`src/hdl/twba_pkg.sv`:
```
// Package for the time-walk block averager: payload structs, state words,
// FSM state enum and fixed constants. No dependencies.
`timescale 1ns / 1ps
`default_nettype none
package twba_pkg;

  localparam int AMPLITUDE_BITS = 12;
  localparam int TIME_BITS      = 16;
  localparam int SUM_BITS       = 48;
  localparam int ASUM_BITS      = 28;

  localparam logic [1:0]  CFG_BLOCK_LENGTH = 2'd0;
  localparam logic [1:0]  CFG_TIME_SCALE   = 2'd1;
  localparam logic        OP_READING       = 1'b0;
  localparam logic        OP_LOAD          = 1'b1;
  localparam logic [15:0] BLOCK_LENGTH_RST = 16'd1000;
  localparam logic [15:0] TIME_SCALE_RST   = 16'd26;

  typedef struct packed {
    logic               opcode;
    logic [2:0]         channel;
    logic [11:0]        amplitude;
    logic [15:0]        hit_time;
    logic [15:0]        ref_time;
    logic signed [31:0] walk_gain;
    logic signed [31:0] walk_offset;
  } twba_in_t;

  typedef struct packed {
    logic [2:0]         out_channel;
    logic [11:0]        mean_amplitude;
    logic signed [31:0] mean_time;
    logic [15:0]        block_number;
  } twba_out_t;

  // per-channel accumulator word
  typedef struct packed {
    logic signed [SUM_BITS-1:0] time_sum;
    logic [ASUM_BITS-1:0]       amp_sum;
    logic [15:0]                count;
    logic [15:0]                blk;
  } twba_acc_t;

  typedef struct packed {
    logic signed [31:0] gain;
    logic signed [31:0] offset;
  } twba_coef_t;

  typedef enum logic [2:0] {
    ST_IDLE,
    ST_RCP,
    ST_SQRT,
    ST_MUL,
    ST_ACC,
    ST_DIVT,
    ST_DIVA,
    ST_EMIT
  } twba_state_e;

endpackage
`default_nettype wire

```
`src/hdl/twba_div.sv`:
```
// Restoring unsigned divider, one quotient bit per cycle.
// Standalone; no package dependency.
`timescale 1ns / 1ps
`default_nettype none
module twba_div #(
  parameter int NW = 48,
  parameter int DW = 16
) (
  input  wire logic          clk_i,
  input  wire logic          rst_ni,
  input  wire logic          start_i,
  input  wire logic [NW-1:0] num_i,
  input  wire logic [DW-1:0] den_i,
  output logic               busy_o,
  output logic               done_o,
  output logic [NW-1:0]      quot_o
);
  localparam int CW = $clog2(NW + 1);

  logic [CW-1:0] cnt_q;
  logic          done_q;
  logic [NW-1:0] num_q;
  logic [DW-1:0] den_q;
  logic [DW-1:0] rem_q;
  logic [DW:0]   rem_sh;
  logic          geq;
  logic [DW:0]   rem_n;

  always_comb begin
    rem_sh = {rem_q, num_q[NW-1]};
    geq    = rem_sh >= {1'b0, den_q};
    rem_n  = geq ? (rem_sh - {1'b0, den_q}) : rem_sh;
  end

  always_ff @(posedge clk_i or negedge rst_ni) begin
    if (!rst_ni) begin
      cnt_q  <= '0;
      done_q <= 1'b0;
    end else begin
      done_q <= 1'b0;
      if (start_i) begin
        cnt_q <= CW'(NW);
      end else if (cnt_q != '0) begin
        cnt_q <= cnt_q - 1'b1;
        if (cnt_q == CW'(1)) done_q <= 1'b1;
      end
    end
  end

  always_ff @(posedge clk_i) begin
    if (start_i) begin
      num_q <= num_i;
      den_q <= den_i;
      rem_q <= '0;
    end else if (cnt_q != '0) begin
      num_q <= {num_q[NW-2:0], geq};
      rem_q <= rem_n[DW-1:0];
    end
  end

  assign busy_o = cnt_q != '0;
  assign done_o = done_q;
  assign quot_o = num_q;
endmodule
`default_nettype wire

```
`src/hdl/twba_isqrt.sv`:
```
// Digit-by-digit integer square root, two radicand bits per cycle.
// Standalone; no package dependency.
`timescale 1ns / 1ps
`default_nettype none
module twba_isqrt #(
  parameter int XW = 34
) (
  input  wire logic          clk_i,
  input  wire logic          rst_ni,
  input  wire logic          start_i,
  input  wire logic [XW-1:0] x_i,
  output logic               done_o,
  output logic [XW/2-1:0]    root_o
);
  localparam int RW = XW / 2;
  localparam int CW = $clog2(RW + 1);

  logic [CW-1:0] cnt_q;
  logic          done_q;
  logic [XW-1:0] x_q;
  logic [RW-1:0] root_q;
  logic [RW:0]   rem_q;
  logic [RW+2:0] rem_sh;
  logic [RW+2:0] trial;
  logic          geq;
  logic [RW+2:0] rem_n;

  always_comb begin
    rem_sh = {rem_q, x_q[XW-1:XW-2]};
    trial  = {1'b0, root_q, 2'b01};
    geq    = rem_sh >= trial;
    rem_n  = geq ? (rem_sh - trial) : rem_sh;
  end

  always_ff @(posedge clk_i or negedge rst_ni) begin
    if (!rst_ni) begin
      cnt_q  <= '0;
      done_q <= 1'b0;
    end else begin
      done_q <= 1'b0;
      if (start_i) begin
        cnt_q <= CW'(RW);
      end else if (cnt_q != '0) begin
        cnt_q <= cnt_q - 1'b1;
        if (cnt_q == CW'(1)) done_q <= 1'b1;
      end
    end
  end

  always_ff @(posedge clk_i) begin
    if (start_i) begin
      x_q    <= x_i;
      root_q <= '0;
      rem_q  <= '0;
    end else if (cnt_q != '0) begin
      x_q    <= {x_q[XW-3:0], 2'b00};
      root_q <= {root_q[RW-2:0], geq};
      rem_q  <= rem_n[RW:0];
    end
  end

  assign done_o = done_q;
  assign root_o = root_q;
endmodule
`default_nettype wire

```
`src/hdl/pmt_time_walk_block_average_top.sv`:
```
// Time-walk corrected block averager, top level: config registers, the two
// channel memories, sequencer and output register. Uses twba_pkg, twba_div,
// twba_isqrt.
//
// Usage:
//  - in channel: one beat is one item (reading or coefficient load).
//    in_ready_o is high only while the sequencer is idle.
//  - cfg channel: always ready; index 0 = block_length, 1 = time_scale.
//    Write only while the block is idle.
//  - out channel: one beat per completed block, held in an output register,
//    so a stalled receiver blocks only the next emitting reading.
//  - Load beats and out-of-range channels leave the sequencer idle.
//  - A reading runs the 48-step reciprocal divide, the 17-step square root,
//    the multiply state and the accumulate state before in_ready_o returns.
//    A reading that completes a block adds two more 48-step divides for the
//    means, plus any wait for the output register to drain. The divider is
//    shared between the reciprocal and both means.
//  - Reset clears the per-entry valid bits, so all channels read as zero
//    accumulators and zero coefficients; no clearing pass is needed.
//  - Accumulator entries are read-modified-written and coefficient entries
//    written one item at a time, so accesses to one entry never overlap.
`timescale 1ns / 1ps
`default_nettype none
module pmt_time_walk_block_average_top #(
  parameter int CHANNELS = 6
) (
  input  wire logic                clk_i,
  input  wire logic                rst_ni,
  input  wire logic                in_valid_i,
  output logic                     in_ready_o,
  input  wire twba_pkg::twba_in_t  in_data_i,
  output logic                     out_valid_o,
  input  wire logic                out_ready_i,
  output twba_pkg::twba_out_t      out_data_o,
  input  wire logic                cfg_valid_i,
  output logic                     cfg_ready_o,
  input  wire logic [1:0]          cfg_index_i,
  input  wire logic [15:0]         cfg_data_i
);
  localparam int AW = (CHANNELS > 1) ? $clog2(CHANNELS) : 1;
  localparam int SB = twba_pkg::SUM_BITS;
  localparam int AB = twba_pkg::ASUM_BITS;

  // Configuration registers
  logic [15:0] blen_q, scale_q;
  assign cfg_ready_o = 1'b1;

  always_ff @(posedge clk_i or negedge rst_ni) begin
    if (!rst_ni) begin
      blen_q  <= twba_pkg::BLOCK_LENGTH_RST;
      scale_q <= twba_pkg::TIME_SCALE_RST;
    end else if (cfg_valid_i) begin
      case (cfg_index_i)
        twba_pkg::CFG_BLOCK_LENGTH: blen_q  <= cfg_data_i;
        twba_pkg::CFG_TIME_SCALE:   scale_q <= cfg_data_i;
        default: ;
      endcase
    end
  end

  // Input decode
  twba_pkg::twba_state_e state_q, state_d;
  logic in_acc, ch_ok, is_load, rd_go, ld_go;
  logic [AW-1:0] in_addr;

  assign in_ready_o = state_q == twba_pkg::ST_IDLE;
  assign in_acc     = in_valid_i && in_ready_o;
  assign ch_ok      = 32'(in_data_i.channel) < CHANNELS;
  assign is_load    = in_data_i.opcode == twba_pkg::OP_LOAD;
  assign rd_go      = in_acc && ch_ok && !is_load;
  assign ld_go      = in_acc && ch_ok && is_load;
  assign in_addr    = AW'(in_data_i.channel);

  // Memories: coefficients and accumulators, registered read
  twba_pkg::twba_coef_t coef_mem [CHANNELS];
  twba_pkg::twba_acc_t  acc_mem  [CHANNELS];
  logic [CHANNELS-1:0]  coef_vld_q, acc_vld_q;
  twba_pkg::twba_coef_t coef_rd_q, coef;
  twba_pkg::twba_acc_t  acc_rd_q, acc;
  logic                 coef_rv_q, acc_rv_q;
  logic                 acc_we;
  twba_pkg::twba_acc_t  acc_wd;
  logic [AW-1:0]        addr_q;

  always_ff @(posedge clk_i) begin
    if (ld_go) coef_mem[in_addr] <= '{gain: in_data_i.walk_gain,
                                      offset: in_data_i.walk_offset};
    if (rd_go) coef_rd_q <= coef_mem[in_addr];
    if (acc_we) acc_mem[addr_q] <= acc_wd;
    if (rd_go) acc_rd_q <= acc_mem[in_addr];
  end

  always_ff @(posedge clk_i or negedge rst_ni) begin
    if (!rst_ni) begin
      coef_vld_q <= '0;
      acc_vld_q  <= '0;
      coef_rv_q  <= 1'b0;
      acc_rv_q   <= 1'b0;
    end else begin
      if (ld_go) coef_vld_q[in_addr] <= 1'b1;
      if (acc_we) acc_vld_q[addr_q] <= 1'b1;
      if (rd_go) begin
        coef_rv_q <= coef_vld_q[in_addr];
        acc_rv_q  <= acc_vld_q[in_addr];
      end
    end
  end

  assign coef = coef_rv_q ? coef_rd_q : '0;
  assign acc  = acc_rv_q ? acc_rd_q : '0;

  // Item registers
  logic [2:0]                     ch_q;
  logic [twba_pkg::AMPLITUDE_BITS-1:0] amp_q;
  logic [twba_pkg::TIME_BITS-1:0] hit_q, ref_q;

  always_ff @(posedge clk_i) begin
    if (rd_go) begin
      ch_q   <= in_data_i.channel;
      addr_q <= in_addr;
      amp_q  <= in_data_i.amplitude[twba_pkg::AMPLITUDE_BITS-1:0];
      hit_q  <= in_data_i.hit_time[twba_pkg::TIME_BITS-1:0];
      ref_q  <= in_data_i.ref_time[twba_pkg::TIME_BITS-1:0];
    end
  end

  // Shared divider
  logic        div_start, div_busy, div_done;
  logic [47:0] div_num, div_quot;
  logic [15:0] div_den;
  logic [twba_pkg::AMPLITUDE_BITS-1:0] amp_clamp;

  assign amp_clamp = (in_data_i.amplitude[twba_pkg::AMPLITUDE_BITS-1:0] == '0) ?
                     twba_pkg::AMPLITUDE_BITS'(1) :
                     in_data_i.amplitude[twba_pkg::AMPLITUDE_BITS-1:0];

  twba_div #(.NW(48), .DW(16)) u_div (
    .clk_i   (clk_i),
    .rst_ni  (rst_ni),
    .start_i (div_start),
    .num_i   (div_num),
    .den_i   (div_den),
    .busy_o  (div_busy),
    .done_o  (div_done),
    .quot_o  (div_quot)
  );

  logic        sq_start, sq_done;
  logic [16:0] sq_root;

  twba_isqrt #(.XW(34)) u_isqrt (
    .clk_i   (clk_i),
    .rst_ni  (rst_ni),
    .start_i (sq_start),
    .x_i     ({1'b0, div_quot[32:0]}),
    .done_o  (sq_done),
    .root_o  (sq_root)
  );

  // Multiply stage: c1 * r and (hit - ref) * scale
  logic signed [49:0] prod_q;
  logic signed [33:0] scaled_q;
  logic signed [16:0] diff;
  assign diff = $signed({1'b0, hit_q}) - $signed({1'b0, ref_q});

  always_ff @(posedge clk_i) begin
    if (state_q == twba_pkg::ST_MUL) begin
      prod_q   <= coef.gain * $signed({1'b0, sq_root});
      scaled_q <= diff * $signed({1'b0, scale_q});
    end
  end

  // Accumulate stage
  logic signed [50:0] walk_full;
  logic signed [28:0] walk;
  logic signed [49:0] sum_w;
  logic signed [SB-1:0] sum_sat;
  logic [15:0] n_new, len;
  logic [AB-1:0] asum_new;
  logic emit;

  always_comb begin
    walk_full = 51'(prod_q) + 51'($signed({coef.offset, 16'h0000}));
    walk      = walk_full[50:22];
    sum_w     = 50'(acc.time_sum) + 50'(scaled_q) - 50'(walk);
    if (sum_w > $signed(50'(SB'({1'b0, {(SB-1){1'b1}}}))))
      sum_sat = {1'b0, {(SB-1){1'b1}}};
    else if (sum_w < 50'($signed({1'b1, {(SB-1){1'b0}}})))
      sum_sat = {1'b1, {(SB-1){1'b0}}};
    else
      sum_sat = sum_w[SB-1:0];
    asum_new = acc.amp_sum + AB'(amp_q);
    n_new    = acc.count + 16'd1;
    len      = (blen_q == '0) ? 16'd1 : blen_q;
    emit     = n_new >= len;
  end

  // Block result registers
  logic          neg_q;
  logic [15:0]   n_q, blk_q;
  logic [AB-1:0] asum_q;
  logic signed [31:0] mt_q;
  logic [SB-1:0] mag;
  assign mag = sum_sat[SB-1] ? SB'(-sum_sat) : SB'(sum_sat);

  always_ff @(posedge clk_i) begin
    if (state_q == twba_pkg::ST_ACC) begin
      neg_q  <= sum_sat[SB-1];
      n_q    <= n_new;
      asum_q <= asum_new;
      blk_q  <= acc.blk;
    end
    if (state_q == twba_pkg::ST_DIVT && div_done) begin
      if (neg_q)
        mt_q <= (div_quot > 48'h0000_8000_0000) ? 32'sh8000_0000 : -$signed(div_quot[31:0]);
      else
        mt_q <= (div_quot > 48'h0000_7FFF_FFFF) ? 32'sh7FFF_FFFF : $signed(div_quot[31:0]);
    end
  end

  // Output register
  logic      out_valid_q, emit_go;
  twba_pkg::twba_out_t out_q;

  always_ff @(posedge clk_i or negedge rst_ni) begin
    if (!rst_ni) begin
      out_valid_q <= 1'b0;
    end else if (emit_go) begin
      out_valid_q <= 1'b1;
    end else if (out_ready_i) begin
      out_valid_q <= 1'b0;
    end
  end

  // whole beat loaded at once; the amplitude quotient is still held by the
  // idle divider in ST_EMIT
  always_ff @(posedge clk_i) begin
    if (emit_go) begin
      out_q <= '{out_channel: ch_q, mean_amplitude: div_quot[11:0],
                 mean_time: mt_q, block_number: blk_q};
    end
  end

  assign out_valid_o = out_valid_q;
  assign out_data_o  = out_q;

  // Sequencer
  always_ff @(posedge clk_i or negedge rst_ni) begin
    if (!rst_ni) begin
      state_q <= twba_pkg::ST_IDLE;
    end else begin
      state_q <= state_d;
    end
  end

  always_comb begin
    state_d   = state_q;
    div_start = 1'b0;
    div_num   = '0;
    div_den   = '0;
    sq_start  = 1'b0;
    acc_we    = 1'b0;
    acc_wd    = '{time_sum: sum_sat, amp_sum: asum_new, count: n_new, blk: acc.blk};
    emit_go   = 1'b0;
    case (state_q)
      twba_pkg::ST_IDLE: begin
        if (rd_go) begin
          div_start = 1'b1;
          div_num   = 48'h0001_0000_0000;
          div_den   = 16'(amp_clamp);
          state_d   = twba_pkg::ST_RCP;
        end
      end
      twba_pkg::ST_RCP: begin
        if (div_done) begin
          sq_start = 1'b1;
          state_d  = twba_pkg::ST_SQRT;
        end
      end
      twba_pkg::ST_SQRT: begin
        if (sq_done) state_d = twba_pkg::ST_MUL;
      end
      twba_pkg::ST_MUL: begin
        state_d = twba_pkg::ST_ACC;
      end
      twba_pkg::ST_ACC: begin
        acc_we = 1'b1;
        if (emit) begin
          acc_wd    = '{time_sum: '0, amp_sum: '0, count: '0, blk: acc.blk + 16'd1};
          div_start = 1'b1;
          div_num   = mag;
          div_den   = n_new;
          state_d   = twba_pkg::ST_DIVT;
        end else begin
          state_d = twba_pkg::ST_IDLE;
        end
      end
      twba_pkg::ST_DIVT: begin
        if (div_done) begin
          div_start = 1'b1;
          div_num   = 48'(asum_q);
          div_den   = n_q;
          state_d   = twba_pkg::ST_DIVA;
        end
      end
      twba_pkg::ST_DIVA: begin
        if (div_done) state_d = twba_pkg::ST_EMIT;
      end
      twba_pkg::ST_EMIT: begin
        if (!out_valid_q || out_ready_i) begin
          emit_go = 1'b1;
          state_d = twba_pkg::ST_IDLE;
        end
      end
      default: state_d = twba_pkg::ST_IDLE;
    endcase
  end

  // Checks
  a_div_free: assert property (@(posedge clk_i) disable iff (!rst_ni)
    div_start |-> !div_busy)
    else $error("divider restarted while busy");

  a_emit_valid: assert property (@(posedge clk_i) disable iff (!rst_ni)
    emit_go |=> out_valid_o)
    else $error("emitted block not presented");

  a_wb_idle: assert property (@(posedge clk_i) disable iff (!rst_ni)
    acc_we |-> !in_ready_o)
    else $error("accumulator write-back while accepting");

  a_blk_step: assert property (@(posedge clk_i) disable iff (!rst_ni)
    (state_q == twba_pkg::ST_ACC && emit) |=> (state_q == twba_pkg::ST_DIVT))
    else $error("block completion not followed by mean divide");

endmodule
`default_nettype wire

```
`config.mk`:
```
export PLATFORM = sky130hd
export DESIGN_NAME = pmt_time_walk_block_average_top
export DESIGN_NICKNAME = d
export VERILOG_FILES = /design/src/hdl/twba_pkg.sv /design/src/hdl/twba_div.sv /design/src/hdl/twba_isqrt.sv /design/src/hdl/pmt_time_walk_block_average_top.sv
export SDC_FILE = /design/constraint.sdc
export NUM_CORES = 2
export LEC_CHECK = 0
export BUFFER_PORTS_ARGS = -buffer_cell sky130_fd_sc_hd__buf_2
export CAP_MARGIN = 40
export CORE_UTILIZATION = 54
export CTS_CLUSTER_DIAMETER = 80
export DETAILED_ROUTE_END_ITERATION = 8
export MAX_ROUTING_LAYER = met4
export PLACE_DENSITY_LB_ADDON = 0.05
export REMOVE_ABC_BUFFERS = 1
export SYNTH_ARGS = -nofsm -noshare
export SYNTH_HDL_FRONTEND = slang
export SYNTH_SLANG_ARGS = --single-unit
```
`constraint.sdc`:
```
create_clock -name clk_i -period 17.6 [get_ports clk_i]
set_input_delay 0 -clock clk_i [delete_from_list [all_inputs] [get_ports clk_i]]
set_output_delay 0 -clock clk_i [all_outputs]
set_load 0.005 [all_outputs]
```
==> metrics <==
DP Area ~110000 um^2; CTS max path bufs 3; final hold violations 0; Slew HR between 30% and 40%; Crit path required time between 15000 and 20000 ps; first-pass iteration count of the detailed router 7; worst hold-check path type input pin to flop; Rows 160; Synth cell types between 90 and 100; Final Core Density 61.0%; pwr/cell area about 130 nW/um^2; initial DRC count between 5000 and 6000; Worst-path clk slew 60 ps; antenna violations before repair 18; Setup Crit Path Kind flop to flop; status complete, no violations; commonest non-fill, non-tap cell in the layout edfxtp_1; clk sinks ~1700; CP dominant cell by count fa_1; Worst-Margin Slew 949 ps; final worst slack 7010 ps; sequential power share between 30% and 40%; PostCTS Resize Cnt 0; Worst Skew between 40 and 50 ps; Final #Nets 10400; share of flip-flops with an asynchronous set or reset 3.73%; IO buf count 199; r2r startpoint hit_q[0]$_DFFE_PP_; Post-synth EDFFs 1572; Placer Congestion 0.925; switching power 5.56 mW; top sig layer met4; Max Slew Vio Count 0; IO Count about 200; Avg Vias per Cell 5.73; vias in the first global route just under 70000; synth top area cells edfxtp_1 45%, fa_1 16%, ha_1 4.5%, inv_1 4.3%, mux4_2 3.8%; Synth-to-Final Area Change 11.8%; FF-to-FF End scaled_q[31]$_DFFE_PN_; share of layout cells above drive strength 1 between 9 and 10%; final global-route overflow total 0; worst-skew pair later-pin latency 840 ps; CTS buffer count around 180; Clock power frac 23.5%; htree depth 4; Clock Tree Root clkbuf_16; Top FF cell, synth edfxtp_1; worst path arrival time roughly 11000 ps; Worst Path Max Fanout 16; Initial Util between 50% and 60%; sequential area share after synthesis 47.8%; global-route wire length before repair 417000 um; Fmax 94.4 MHz; setup violators final 0; Comb pwr share 45.7%; worst hold stages 2; pre-CTS setup slack 7070 ps; #FFs+latches synth 1687; met3 WL around 15000 um; TritonCTS clock tree built; YS warnings 0; Final HPWL DP approximately 190000 um; DRC 0; antenna-violating nets left 0; fin area ~120000 um^2; Crit. End Element flop; Total Neg Setup Slack 0 ps; synthesized cell area 104000 um^2; Metal-1 WL approximately 120000 um; CP max-delay cell a2111oi_0; wire per inst 23.0 um; highest-count cells in the layout ignoring fill and taps 1572 x edfxtp_1, 1190 x inv_1, 943 x nand2_1; Sw Share a little over a third; final period utilization about three fifths; die height approximately 440 um; final WL roughly 270000 um; Syn Inst Count roughly 8700; Synth top area share 45.3%; All-Layer GR Usage roughly 29%; max-cap viol count 0; CP Launch Type flop; static leakage about 46 nW; unrepaired setup endpoints after global routing false; Max IR drop VDD between 0.0006 and 0.0007 V; Hold Path End coef_mem[4][28]$_DFFE_PP_; Core Box Area between 150000 and 200000 um^2; met2 wire length about 130000 um; max incr delay on CP 560 ps; vias 67000; syn_area_per_cell between 10 and 15 um^2; multi-input logic area 48400 um^2; hold_sp in_data_i[28]; minimum clock period around 11000 ps; Die ar. approximately 190000 um^2; Chip Width between 400 and 500 um; reg2reg setup slack about 7000 ps; largest area contributor in the netlist edfxtp_1; fillcell total between 15000 and 20000; maximum number of pins on one net before global-route repair approximately 240; reg2reg path depth 38; area occupied by registers around 50000 um^2; internal power between 10 and 15 mW
## how the worst max path moves through the flow
stage,from,slack (ps),cells after the start,endpoint
floorplan,coef_rv_q$_DFFE_PN0P_,4360,31,u_div.quot_o[32]$_DFFE_PP_
global placement,hit_q[0]$_DFFE_PP_,7200,38,scaled_q[31]$_DFFE_PN_
detailed placement,hit_q[0]$_DFFE_PP_,7070,38,scaled_q[31]$_DFFE_PN_
CTS,hit_q[0]$_DFFE_PP_,7030,38,scaled_q[31]$_DFFE_PN_
global route,hit_q[0]$_DFFE_PP_,6210,38,scaled_q[31]$_DFFE_PN_
finish,hit_q[0]$_DFFE_PP_,7010,38,scaled_q[31]$_DFFE_PN_
## worst max-delay path, delay by kind of cell, from the launching register on
kind / cells / cell delay [ps]
xor+xnor: 1 / 120
fa+ha+maj: 9 / 3930
flops: 1 / 360
mux: 1 / 220
simple gates: 4 / 1410
buf+inv: 4 / 220
compound gates: 19 / 4050
## cell type report
type / instances / share of cell area (%)
diodes: 11 / 0.0236
clock buffers: 207 / 3.93
clock inverters: 119 / 0.967
inverters: 1192 / 3.84
multi-input cells: 5366 / 41.6
flip-flops and latches: 1687 / 42.8
well taps: 2511 / 2.70
repair buffers: 595 / 4.20
## metal layers
layer	up-vias	global-route usage, %
met5	-	-
met1	34300	39.1
li1	30500	-
met3	363	3.78
met4	0	6.91
met2	1837	47.7
## per-stage QoR
stage / power (mW) / hold WS [ps] / instances
floorplan: 10.3 / -296 / 8245
global placement: 11.9 / -81.8 / 11100
detailed placement: 12.0 / -82.2 / 11100
CTS: 15.8 / 1.86 / 11700
global route: 16.8 / 21.6 / 11700
finish: 15.6 / 38.1 / 11700
## kinds of logic (layout without fill, tap and decap cells)
kind of cell	count (synthesis)	count (layout)	synth area share, %
other	1	12	0.00360
AOI/OAI and AO/OA	1155	1155	6.94
DFF	1687	1687	47.8
and+or+nand+nor	2363	2363	10.7
muxes	395	395	5.91
adders and majority gates	1226	1226	20.8
xor gates and xnor gates	226	226	1.90
buffers and inverters	1635	2113	5.92
## synthesized netlist by cell type (all sizes together), types with 43 or more instances
master and number:
nor3 78, mux4 174, xnor2 153, nand3 91, mux2i 200, edfxtp 1572
buf 63, a21o 84, nor2 476, o211ai 43, and2 232, a21oi 425
o21ai 238, dfrtp 54, inv 1192, nor2b 76, xor2 73, and3 231
clkbuf 380, nand2 945, fa 849, dfxtp 52, ha 377
## power groups by stage
stage	sequential, mW	clock [mW]	combinational (mW)
5_1_grt	4.81	3.88	8.15
2_1_floorplan	4.90	0	5.45
3_5_place_dp	4.90	0	7.10
4_1_cts	4.81	3.74	7.21
3_3_place_gp	4.90	0	6.98
6_report	4.81	3.67	7.13
## what timing repair did
item | 4_1_cts | 5_1_grt
endpoints found under the setup margin | 0 | 0
hold buffers | 252 | 0
buffers inserted | 0 | 0
hold endpoints to repair | 625 | 0
## state kept, by name, indices dropped and copies added, names as in the netlist, 12 cells and up
register and count:
blk_q 16, coef_rd_q 64, u_div.quot_o 48, acc_rd_q 108, u_div.den_q 16, asum_q 28, prod_q 34, u_isqrt.root_o 17
out_data_o 63, hit_q 16, amp_q 12, ref_q 16, n_q 16, u_isqrt.rem_q 18, blen_q 16, acc_mem 648
coef_mem 384, u_div.rem_q 16, mt_q 32, scale_q 16, scaled_q 34, u_isqrt.x_q 34
(Power assumes the default switching activity.)
